`config.mk`:
```
export PLATFORM = sky130hd
export DESIGN_NAME = mexp_red_stage
export DESIGN_NICKNAME = d
export VERILOG_FILES = /design/src/rtl/mexp_pkg.sv /design/src/rtl/mexp_red_stage.sv
export SDC_FILE = /design/constraint.sdc
export NUM_CORES = 1
export LEC_CHECK = 0
export BUFFER_PORTS_ARGS = -buffer_cell sky130_fd_sc_hd__buf_2
export CELL_PAD_IN_SITES_DETAIL_PLACEMENT = 2
export CELL_PAD_IN_SITES_GLOBAL_PLACEMENT = 2
export CORE_AREA = 3 3 185 187
export CTS_CLUSTER_SIZE = 28
export DETAILED_ROUTE_END_ITERATION = 7
export DIE_AREA = 0 0 188 190
export PLACE_DENSITY = 0.8
export SETUP_SLACK_MARGIN = 0.05
export SLEW_MARGIN = 15
export SYNTH_ARGS = -nofsm -noshare
export SYNTH_HDL_FRONTEND = slang
export SYNTH_SLANG_ARGS = --single-unit
```
`constraint.sdc`:
```
create_clock -name i_clk -period 11.9 [get_ports i_clk]
set_input_delay 0.595 -clock i_clk [delete_from_list [all_inputs] [get_ports i_clk]]
set_output_delay 0.595 -clock i_clk [all_outputs]
set_load 0.05 [all_outputs]
```
`src/rtl/mexp_pkg.sv`:
```
// Package: shared constants and the modular add helper for the exponentiation pipeline.
package mexp_pkg;

    // Default and largest supported word width
    localparam int WORD_BITS_DEF = 32;
    localparam int WORD_BITS_MAX = 64;

    // (a + b) mod m for a < m and b < m, without overflow.
    // Callers zero-extend narrower words, so the result stays below m.
    function automatic logic [WORD_BITS_MAX-1:0] add_mod(
        input logic [WORD_BITS_MAX-1:0] a,
        input logic [WORD_BITS_MAX-1:0] b,
        input logic [WORD_BITS_MAX-1:0] m
    );
        logic [WORD_BITS_MAX-1:0] gap;
        gap = m - b;
        add_mod = (a >= gap) ? (a - gap) : (a + b);
    endfunction

endpackage

```
`src/rtl/mexp_red_stage.sv`:
```
// One bit step of the base reduction: acc = (2*acc + base bit) mod m.
module mexp_red_stage #(
    parameter int WORD_BITS = mexp_pkg::WORD_BITS_DEF,
    parameter int BIT       = 0
) (
    input  logic                 i_clk,
    input  logic                 i_rst_n,
    input  logic                 i_ce,
    input  logic [WORD_BITS-1:0] i_mod,
    input  logic                 i_valid,
    input  logic [WORD_BITS-1:0] i_acc,
    input  logic [WORD_BITS-1:0] i_base,
    input  logic [WORD_BITS-1:0] i_exp,
    output logic                 o_valid,
    output logic [WORD_BITS-1:0] o_acc,
    output logic [WORD_BITS-1:0] o_base,
    output logic [WORD_BITS-1:0] o_exp
);

    localparam int MW = mexp_pkg::WORD_BITS_MAX;

    logic                 r_valid;
    logic [WORD_BITS-1:0] r_acc, r_base, r_exp;
    logic [WORD_BITS-1:0] n_acc;
    logic [MW-1:0]        w_dbl;

    // Double, then fold in the next base bit from the top
    always_comb begin
        w_dbl = mexp_pkg::add_mod(MW'(i_acc), MW'(i_acc), MW'(i_mod));
        n_acc = WORD_BITS'(mexp_pkg::add_mod(w_dbl, MW'(i_base[BIT]), MW'(i_mod)));
    end

    // Valid travels with the stage payload
    always_ff @(posedge i_clk) begin
        if (!i_rst_n) begin
            r_valid <= 1'b0;
        end else if (i_ce) begin
            r_valid <= i_valid;
        end
    end

    always_ff @(posedge i_clk) begin
        if (i_ce) begin
            r_acc  <= n_acc;
            r_base <= i_base;
            r_exp  <= i_exp;
        end
    end

    assign o_valid = r_valid;
    assign o_acc   = r_acc;
    assign o_base  = r_base;
    assign o_exp   = r_exp;

endmodule

```
==> impl_metrics.tcl <==
set metrics [dict create \
    io_buffer_count 228 \
    grt_pass1_vias 9789 \
    path_buf_inv 4 \
    synth_ff_type "edfxtp_1" \
    status "finished clean" \
    final_cells 1790 \
    io_pins 229 \
    drive_gt1_share_pct 20.8 \
    setup_viol 0 \
    static-leakage-power_nw 5.30 \
    synthTopCellsByArea "edfxtp_1, ha_1, a21oi_1" \
    fin_nets 1612 \
    p_clk_share_pct 11.7 \
    synthesis.area_um2 9770 \
    yosysMostFrequentCell "ha_1" \
    p_sw_share_pct 48.5 \
    powerDensity_nw_per_um2 187 \
    die_x_um 188 \
    syn-mean-instance-area_um2 8.78 \
    share_seq_of_total_power_pct 23.3 \
    whs_ns 0.424 \
    cpMostUsedCell "ha_1" \
    track_usage_pct 18.6 \
    maxSlewHeadroom_pct 30.5 \
    max_cap_violations 0 \
    fmax_mhz 90.9 \
    use_met2_pct 32.6 \
    worst_pin_slew_ns 1.04 \
    post-route-period-util_pct 92.5 \
    clk_pin_slew_ns 0.07 \
    cts_tree "built" \
    ys_ff_latch 97 \
    antenna_cells 0 \
    postCtsHoldBufs 0 \
    p_switching_w 0.00107 \
    start_util_pct 29.9 \
    post-place-ws_ns 0.107 \
    numCtsBuffers 9 \
    antenna_found_initial 0 \
    synthTopCellsByCount "ha_1, a21oi_1, nand2_1" \
    yosys_warnings 0 \
    crit_arrival_ns 11.15 \
    max_stage_delay_ns 0.59 \
    intPower_w 0.00113 \
    synth_edf_count 96 \
    h-tree-depth 3 \
    grt.overflow.total 0 \
    critPathMaxFanout 15 \
    slew_violations 0 \
    finalWorstSetupSlack_ns 0.896 \
    end_kind "flip-flop" \
    synth_top_cell_by_area "edfxtp_1" \
    core_area_um2 32600 \
    peakVddDrop_v 0.0000666 \
    postSynthCellCount 1112 \
    routed_wl_um 33400 \
    grt_use_met1_pct 24.7 \
    root_buffer "clkbuf_16" \
    die-area_um2 35700 \
    grt_most_used_layer "met2" \
    finalWeightedCongestion 0.885 \
    cts.sinks 97 \
    use_met3_pct 1.68 \
    synth_top_area_share_pct 29.5 \
    dieHeight_um 190 \
    clock_latency_ns 0.33 \
    hpwl_um 29300 \
    via_count 9184 \
    rows 66 \
    tns_ns 0 \
    crit_family "compound AO/OA/AOI/OAI gates" \
    synthesis.nets 1380 \
    viasPerCell 5.13 \
    syn2layout_area_growth_pct 20.3 \
    first_pass_iters 4 \
    clk_path_buf_depth 2 \
    rsz0062_at_grt "true" \
    min_period_ns 11.00 \
    grt_pass1_wl_um 53800 \
    cp.required_ns 12.05 \
    yosysSeqAreaShare_pct 29.7 \
    grt_max_degree 82 \
    hold_class "in -> reg" \
    wl_per_cell_um 18.7 \
    final-hold-violation-count 0 \
    synth_cell_types 73 \
    route.detailed.drc 0 \
    crit_type "in -> reg" \
    power_frac_comb_pct 65.0 \
    fill_cells 3817 \
    skew_ns 0 \
    drtAntennaViolNets 0 \
    critPathSlowestCell "or4_1" \
    start_kind "input pin" \
    place_inst 1775 \
    async_reset_ff_share_pct 0 \
    dr.first_iter.drc_count 341 \
]
## metrics by stage
stage / total power [W] / util (%) / area [um^2]
2_1_floorplan: 0.00157 / - / 9770
3_3_place_gp: 0.00190 / 35.2 / 11500
3_5_place_dp: 0.00195 / 35.2 / 11500
4_1_cts: 0.00222 / 36.0 / 11700
5_1_grt: 0.00239 / 36.0 / 11800
6_report: 0.00220 / 36.0 / 11800
## power groups by stage
stage                     sequential, W  combinational (W)  clock [W]
after global routing           0.000522            0.00159   0.000284
after CTS                      0.000515            0.00144   0.000271
after detailed placement       0.000522            0.00143          0
after floorplan                0.000789           0.000784          0
after global placement         0.000516            0.00139          0
final                          0.000511            0.00143   0.000258
## cells in the final DEF (no fill, tap or decap), types with 41 or more instances in the layout
master,n
nand2b_1,46
xnor2_1,63
edfxtp_1,96
a21oi_1,109
o21ai_0,76
nor2_1,81
ha_1,133
nand2_1,107
inv_1,74
buf_2,227
xor2_1,41
## final timing paths
| path | from | end | slack [ns] | cells after the start |
|---|---|---|---|---|
| min | i_exp[0] | o_exp[0] | 0.42 | 1 |
| max reg2reg | o_valid | o_valid | 11.30 | 2 |
| max | i_mod[0] | o_acc[29] | 0.90 | 48 |
| min reg2reg | o_valid | o_valid | 0.53 | 2 |
## worst reg2reg max path, stage by stage, from the launching register on
cell and delay (ns):
dfxtp_1 0.31, mux2i_1 0.12, nor2b_1 0.06
## repair_timing
action                                  4_1_cts  5_1_grt
resized for setup                             0       10
endpoints found under the setup margin        0       15
setup buffers                                 0        0
## sequential cells by signal, indices dropped and copies added, names as in the netlist
register and cells:
o_exp 32, o_base 32, o_valid 1, o_acc 32
## cell type report
class	instances	area [um^2]	share of cell area (%)
multi-input cells	922	6520	55.5
flip-flops and latches	97	2900	24.7
repair buffers	240	1230	10.5
well taps	442	553	4.71
inverters	74	278	2.36
clock buffers	10	229	1.95
clock inverters	5	32.5	0.277
## logic make-up (layout without fill, tap and decap cells)
group | Yosys count | count (layout) | share of synthesized area, %
fa+ha+maj | 136 | 136 | 17.7
buf+inv | 93 | 329 | 3.70
flops | 97 | 97 | 29.7
mux | 7 | 7 | 0.743
xor+xnor | 104 | 104 | 9.32
compound gates | 315 | 315 | 20.3
simple gates | 360 | 360 | 18.6
## per-layer routing
layer | vias to the layer above | wire length [um]
met2 | 205 | 15800
li1 | 4505 | -
met3 | 26 | 1240
met1 | 4448 | 15800
met5 | - | 0
met4 | 0 | 595
(Power assumes the default switching activity.)
