`config.mk`:
```
export PLATFORM = sky130hd
export DESIGN_NAME = mexp_mul_stage
export DESIGN_NICKNAME = d
export VERILOG_FILES = /design/src/rtl/mexp_pkg.sv /design/src/rtl/mexp_mul_stage.sv
export SDC_FILE = /design/constraint.sdc
export NUM_CORES = 1
export LEC_CHECK = 0
export BUFFER_PORTS_ARGS = -buffer_cell sky130_fd_sc_hd__buf_2
export CAP_MARGIN = 15
export CORE_UTILIZATION = 40
export DETAILED_ROUTE_END_ITERATION = 16
export HOLD_SLACK_MARGIN = 0.05
export SLEW_MARGIN = 20
export SYNTH_ARGS = -nofsm -noshare
export SYNTH_HDL_FRONTEND = slang
export SYNTH_SLANG_ARGS = --single-unit
export TNS_END_PERCENT = 50
```
`constraint.sdc`:
```
create_clock -name i_clk -period 38.8 [get_ports i_clk]
set_input_delay 11.64 -clock i_clk [delete_from_list [all_inputs] [get_ports i_clk]]
set_output_delay 11.64 -clock i_clk [all_outputs]
set_load 0.02 [all_outputs]
```
`src/rtl/mexp_pkg.sv`:
```
// Package: shared constants and the modular add helper for the exponentiation pipeline.
package mexp_pkg;

    // Default and largest supported word width
    localparam int WORD_BITS_DEF = 32;
    localparam int WORD_BITS_MAX = 64;

    // (a + b) mod m for a < m and b < m, without overflow.
    // Callers zero-extend narrower words, so the result stays below m.
    function automatic logic [WORD_BITS_MAX-1:0] add_mod(
        input logic [WORD_BITS_MAX-1:0] a,
        input logic [WORD_BITS_MAX-1:0] b,
        input logic [WORD_BITS_MAX-1:0] m
    );
        logic [WORD_BITS_MAX-1:0] gap;
        gap = m - b;
        add_mod = (a >= gap) ? (a - gap) : (a + b);
    endfunction

endpackage

```
`src/rtl/mexp_mul_stage.sv`:
```
// One bit step of the paired modular products res*sq and sq*sq; bit 0 closes a round.
module mexp_mul_stage #(
    parameter int WORD_BITS = mexp_pkg::WORD_BITS_DEF,
    parameter int BIT       = 0
) (
    input  logic                 i_clk,
    input  logic                 i_rst_n,
    input  logic                 i_ce,
    input  logic [WORD_BITS-1:0] i_mod,
    input  logic                 i_valid,
    input  logic [WORD_BITS-1:0] i_sq,
    input  logic [WORD_BITS-1:0] i_res,
    input  logic [WORD_BITS-1:0] i_acc_r,
    input  logic [WORD_BITS-1:0] i_acc_s,
    input  logic [WORD_BITS-1:0] i_exp,
    output logic                 o_valid,
    output logic [WORD_BITS-1:0] o_sq,
    output logic [WORD_BITS-1:0] o_res,
    output logic [WORD_BITS-1:0] o_acc_r,
    output logic [WORD_BITS-1:0] o_acc_s,
    output logic [WORD_BITS-1:0] o_exp
);

    localparam int MW = mexp_pkg::WORD_BITS_MAX;

    logic                 r_valid;
    logic [WORD_BITS-1:0] r_sq, r_res, r_acc_r, r_acc_s, r_exp;
    logic [WORD_BITS-1:0] n_sq, n_res, n_acc_r, n_acc_s, n_exp;
    logic [MW-1:0]        w_m, w_tr, w_ts;

    always_comb begin
        w_m  = MW'(i_mod);
        // Shift-and-add step for both products, multiplier bit taken from sq
        w_tr = mexp_pkg::add_mod(MW'(i_acc_r), MW'(i_acc_r), w_m);
        w_ts = mexp_pkg::add_mod(MW'(i_acc_s), MW'(i_acc_s), w_m);
        if (i_sq[BIT]) begin
            w_tr = mexp_pkg::add_mod(w_tr, MW'(i_res), w_m);
            w_ts = mexp_pkg::add_mod(w_ts, MW'(i_sq), w_m);
        end
        if (BIT == 0) begin
            // End of round: take the product if this exponent bit is set
            n_sq    = WORD_BITS'(w_ts);
            n_res   = i_exp[0] ? WORD_BITS'(w_tr) : i_res;
            n_exp   = i_exp >> 1;
            n_acc_r = '0;
            n_acc_s = '0;
        end else begin
            n_sq    = i_sq;
            n_res   = i_res;
            n_exp   = i_exp;
            n_acc_r = WORD_BITS'(w_tr);
            n_acc_s = WORD_BITS'(w_ts);
        end
    end

    always_ff @(posedge i_clk) begin
        if (!i_rst_n) begin
            r_valid <= 1'b0;
        end else if (i_ce) begin
            r_valid <= i_valid;
        end
    end

    always_ff @(posedge i_clk) begin
        if (i_ce) begin
            r_sq    <= n_sq;
            r_res   <= n_res;
            r_acc_r <= n_acc_r;
            r_acc_s <= n_acc_s;
            r_exp   <= n_exp;
        end
    end

    assign o_valid = r_valid;
    assign o_sq    = r_sq;
    assign o_res   = r_res;
    assign o_acc_r = r_acc_r;
    assign o_acc_s = r_acc_s;
    assign o_exp   = r_exp;

endmodule

```
==> results.txt, run 1 <==
Status = completed
Worst-path clk slew = 0.08 ns
GRT Total Usage = 25.6%
Port bufs = 291
CTS tree = done
Grt ovf = 0
Total of max-cap violations = 0
Die area = 53,000 µm²
Area Growth Syn to Fin = 10.6%
Cell area after layout = 23,000 µm²
Violation count after the first detailed-route iteration = 1,247
Psw = 0.498 mW
Unique cell type count in the Yosys netlist = 86
DRC = 0
Finished Core Util = 44.8%
Clock tree buffer depth = 2
CORE AREA = 51,400 µm²
CTS root buf = clkbuf_16
# rows = 83
Fin crit share = 61.3%
Ys async rst share = 0%
Leakage = 11.0 nW
Placed Area = 22,700 µm²
Starting Density = 40.5%
Crit path max fanout = 58
Setup violations, final = 0
Vias/cell = 5.68
Post-DP HPWL = 59,500 µm
Share of power burned in registers = 15.0%
Most common cell after layout, fill and taps aside = ha_1
Net Sw Frac = 50.5%
First-pass DRT Iterations = 5
WL final = 70,000 µm
Internal Power = 0.489 mW
Worst Setup Path Type = primary input to flip-flop
Worst Tran Pin Value = 0.993 ns
# hold bufs at CTS = 0
Antenna violations before repair = 5
Layout cells sized above 1 = 13.0%
Most Crowded Layer GR = met2
Slew headroom = 33.8%
Synthesis Warnings = 0
CTS buffer count = 9
CTS-repair resized insts = 0
Yosys top cell area share = 19.7%
Vias = 20,666
Nets = 3,486
Synthesized area = 20,800 µm²
Final hold vios = 0
Vias in the first global route = 19,870
Critical Path RT = 39.07 ns
First-pass GRT wire length = 106,000 µm
Startpoint Class = primary input
Sequential fraction of the synthesis area = 13.8%
Final ANT Viol Nets = 0
Largest stage delay, worst path = 0.52 ns
Top Ports = 357
CP max stage cell = mux2i_1
Drt wl/cell = 19.2 µm
Clock Power Share = 9.8%
Peak supply drop = 20.9 µV
EDFF count, synth = 95
Met1 Track Usage GR = 32.8%
H-tree levels = 3
CTS Sinks = 96
GPL Wtd Cong = 0.973
Hold WC Path Type = flip-flop to flip-flop
Die Y = 230 µm
PwrDens = 42.8 nW/µm²
RSZ-0062 raised after global routing = no
M2 GR Usage = 43.6%
Worst Setup End Kind = flip-flop
Die W = 230 µm
Most frequent cells in the layout = ha_1, a21oi_1, buf_2
Met3 Use GR = 3.13%
Comb power frac = 75.1%
Layout Skew = 0 ns
Mapped Cells = 2,700
Most frequent CP cell = a21oi_1
Worst-skew pair later-pin latency = 0.39 ns
Setup tns final = 0 ns
Maximum clock rate = 42.1 MHz
#FFs+latches synth = 96
Synth Flop Type = edfxtp_1
Largest net degree at the start of global routing = 64
Yosys top cell by area = ha_1
Final Slew Violations = 0
Syn avg cell area = 7.72 µm²
Critical path arrival = 24.05 ns
# Post-CTS Setup Buffers = 0
Synth top area cells = ha_1, edfxtp_1, a21oi_1, xnor2_1, a21o_1
Min Tclk post-route = 23.78 ns
[power by group through the flow]
stage                     logic [mW]  registers (mW)  clock network, mW
after floorplan                0.530           0.176                  0
after global placement         0.721           0.151                  0
after detailed placement       0.730           0.151                  0
after CTS                      0.734           0.149             0.0994
after global routing           0.820           0.150              0.102
final                          0.742           0.149             0.0969
[sequential cells by signal, indices dropped and copies added (netlist names)]
register and count:
o_res 32, o_exp 31, o_sq 32, o_valid 1
[final timing paths]
check	slack, ns	from	end	cells after the start
worst max register to register	38.18	o_valid	o_valid	2
worst min register to register	0.55	o_valid	o_valid	2
worst min-delay path	0.55	o_valid	o_valid	2
worst max-delay path	15.02	i_mod[1]	o_res[30]	51
[critical path: cells and delay by family]
family,cells,cell delay [ns]
multiplexers,1,0.52
AND/OR/NAND/NOR,4,0.35
buffers and inverters,4,1.27
AO/OA/AOI/OAI,35,8.28
XOR/XNOR,1,0.17
adder cells (fa/ha/maj),6,1.72
[cell usage after synthesis, types with 40 or more instances]
cell type and instances:
a21oi_1 306, edfxtp_1 95, a21o_1 151, o21ai_0 149
nand2b_1 41, a31oi_1 43, inv_1 195, nor2_1 232
nand2_1 163, xnor2_1 165, xor2_1 103, o21a_1 40
buf_4 70, nand3_1 63, ha_1 328
[logic make-up (layout without fill, tap and decap cells)]
family                   Yosys count  in the layout  synth area share (%)
flip-flops                        96             96                  13.8
adder cells (fa/ha/maj)          336            336                  20.5
multiplexers                      63             63                  3.21
XOR/XNOR                         268            268                  11.3
AO/OA/AOI/OAI                    899            899                  27.4
AND/OR/NAND/NOR                  720            720                  16.8
buffers and inverters            317            512                  7.04
other                              1             67                0.0180
[cell type report]
class / count / area [µm²]
multi-input cells: 2351 / 16800
well taps: 680 / 851
fillers: 5236 / 28400
repair buffers: 300 / 1530
clock inverters: 7 / 61.3
flip-flops and latches: 96 / 2870
inverters: 196 / 736
diodes: 2 / 5.00
clock buffers: 9 / 225
[layer usage]
layer / wire [µm] / part of all wire (%)
met3: 3550 / 5.1
met2: 32100 / 46
met1: 31900 / 46
met5: 34 / 0.049
met4: 2340 / 3.3
[per-stage QoR]
stage | total power, mW | std cells | setup slack, ns | hold slack (ns)
2_1_floorplan | 0.707 | 2764 | 17.15 | 0.589
3_3_place_gp | 0.872 | 3623 | 14.66 | 0.493
3_5_place_dp | 0.882 | 3623 | 14.62 | 0.539
4_1_cts | 0.982 | 3639 | 15.03 | 0.556
5_1_grt | 1.07 | 3639 | 14.20 | 0.598
6_report | 0.987 | 3641 | 15.02 | 0.550
Note: power is estimated with default switching activity, not from simulation.
==> run 2, diff against run 1 <==
clock period = 23.2 ns   (was 38.8 ns; I/O delays follow)
==> run 2 against run 1 <==
Clock skew is the same. Register-to-register slack worse by 16 ns. Die area unchanged. Cell count is essentially flat. Wire length is 1.5% lower. Setup slack got worse by 11 ns. First-iteration DRC count down 2.4%. Worst hold slack got worse by 0.0013 ns. Clock power grew 71%. Count of clock-buffer cells in the layout increased by 1.
==> results.txt, run 2 (same netlist as run 1, synthesis figures left out) <==
Largest stage delay, worst path = 0.48 ns
CTS tree = done
Hold WC Path Type = flip-flop to flip-flop
Final ANT Viol Nets = 0
Largest net degree at the start of global routing = 64
Worst Tran Pin Value = 0.871 ns
Fillers = 5,163
First-pass GRT wire length = 106,000 µm
Slew headroom = 41.4%
CTS root buf = clkbuf_16
R2R cell count = 2
First-pass DRT Iterations = 5
Min Tclk post-route = 19.25 ns
Port bufs = 291
Starting Density = 40.5%
Drt wl/cell = 18.9 µm
Post-Layout Cell Count = 3,643
CORE AREA = 51,400 µm²
Critical path arrival = 19.40 ns
WP buf/inv = 3
Psw = 0.827 mW
Number of cells on the critical path = 45
# Post-CTS Setup Buffers = 0
Worst-path clk slew = 0.10 ns
Status = completed
Internal Power = 0.828 mW
GPL Wtd Cong = 0.966
Setup violations, final = 0
Final Slew Violations = 0
Setup tns final = 0 ns
Net Sw Frac = 50.0%
Depth of the worst hold-timing path = 2
Crit path max fanout = 59
Most common cell after layout, fill and taps aside = ha_1
Family with the most delay on the worst path = compound AO/OA/AOI/OAI gates
Comb power frac = 74.9%
Top Ports = 357
DRC = 0
RSZ-0062 raised after global routing = no
Grt ovf = 0
Die area = 53,000 µm²
Peak supply drop = 34.9 µV
Final hold vios = 0
Violation count after the first detailed-route iteration = 1,217
Layout Skew = 0 ns
Area Growth Syn to Fin = 10.7%
Clock tree buffer depth = 2
GRT Total Usage = 25.4%
CP max stage cell = buf_4
CTS Sinks = 96
Critical Path RT = 23.35 ns
CTS-repair resized insts = 0
Total of max-cap violations = 0
Vias in the first global route = 19,841
Post-DP HPWL = 59,300 µm
# hold bufs at CTS = 0
Worst Setup Path Type = primary input to flip-flop
Layout cells sized above 1 = 13.0%
Die Y = 230 µm
Startpoint Class = primary input
Share of power burned in registers = 15.0%
PwrDens = 71.7 nW/µm²
Die W = 230 µm
Most frequent cells in the layout = ha_1, a21oi_1, buf_2
Dpl cells = 3,624
Worst-skew pair later-pin latency = 0.37 ns
WL final = 68,900 µm
CTS buffer count = 9
Clock Power Share = 10.0%
Vias = 20,368
Worst Setup End Kind = flip-flop
Fin crit share = 83.0%
Vias/cell = 5.59
# rows = 83
Maximum clock rate = 51.9 MHz
Nets = 3,487
H-tree levels = 3
Antenna violations before repair = 9
R2R setup slack = 22.59 ns
Most frequent CP cell = o21ai_0
Leakage = 11.0 nW
[run 2: cell types whose count changed in the layout (fill, tap and decap cells not counted)]
cell        change
inv_6           -2
clkinvlp_4      +1
clkbuf_1        +1
diode_2         +1
buf_4           +1
clkinv_1        -1
bufinv_16       +1
[run 2: path summary, 6_finish.rpt]
check                               from  endpoint
worst max register to register   o_valid   o_valid
worst max-delay path            i_mod[1]  o_sq[30]
worst min register to register   o_valid   o_valid
worst min-delay path             o_valid   o_valid
[run 2: power by group through the flow]
stage,clock network (mW),registers (mW),logic (mW)
after global placement,0,0.253,1.21
after floorplan,0,0.295,0.887
after CTS,0.173,0.250,1.23
after global routing,0.179,0.252,1.38
after detailed placement,0,0.254,1.22
final,0.166,0.249,1.24
[run 2: final cells by class]
| type | instances | area (µm²) | area share [%] |
|---|---|---|---|
| diodes | 3 | 7.51 | 0.0325 |
| clock buffers | 10 | 229 | 0.992 |
| clock inverters | 6 | 77.6 | 0.336 |
| inverters | 196 | 736 | 3.19 |
| multi-input cells | 2351 | 16800 | 72.7 |
| flip-flops and latches | 96 | 2870 | 12.5 |
| well taps | 680 | 851 | 3.69 |
| repair buffers | 301 | 1540 | 6.66 |
[run 2: stage by stage]
stage               setup slack (ns)  utilization, %  cell area [µm²]  hold WS, ns  power [mW]
finish                          3.95            44.9            23100        0.549        1.65
global route                    3.02            44.9            23100        0.590        1.81
CTS                             4.00            44.9            23100        0.564        1.65
detailed placement              3.62            44.3            22800        0.546        1.48
global placement                3.72            44.3            22800        0.493        1.46
floorplan                       6.23               -            21100        0.589        1.18
[run 2: tightest hold or removal path, delay by kind of cell, from the launching register on]
family / cells / cell delay, ns
flip-flops: 1 / 0.32
AND/OR/NAND/NOR: 1 / 0.12
multiplexers: 1 / 0.07
[run 2: per-layer routing]
layer  up-vias  global-route usage [%]  share of wire [%]
met1      9392                    33.2                 46
li1      10295                       -                  -
met5         -                       0               0.11
met2       562                    43.3                 46
met4        12                    8.73                3.2
met3       107                    2.83                4.6
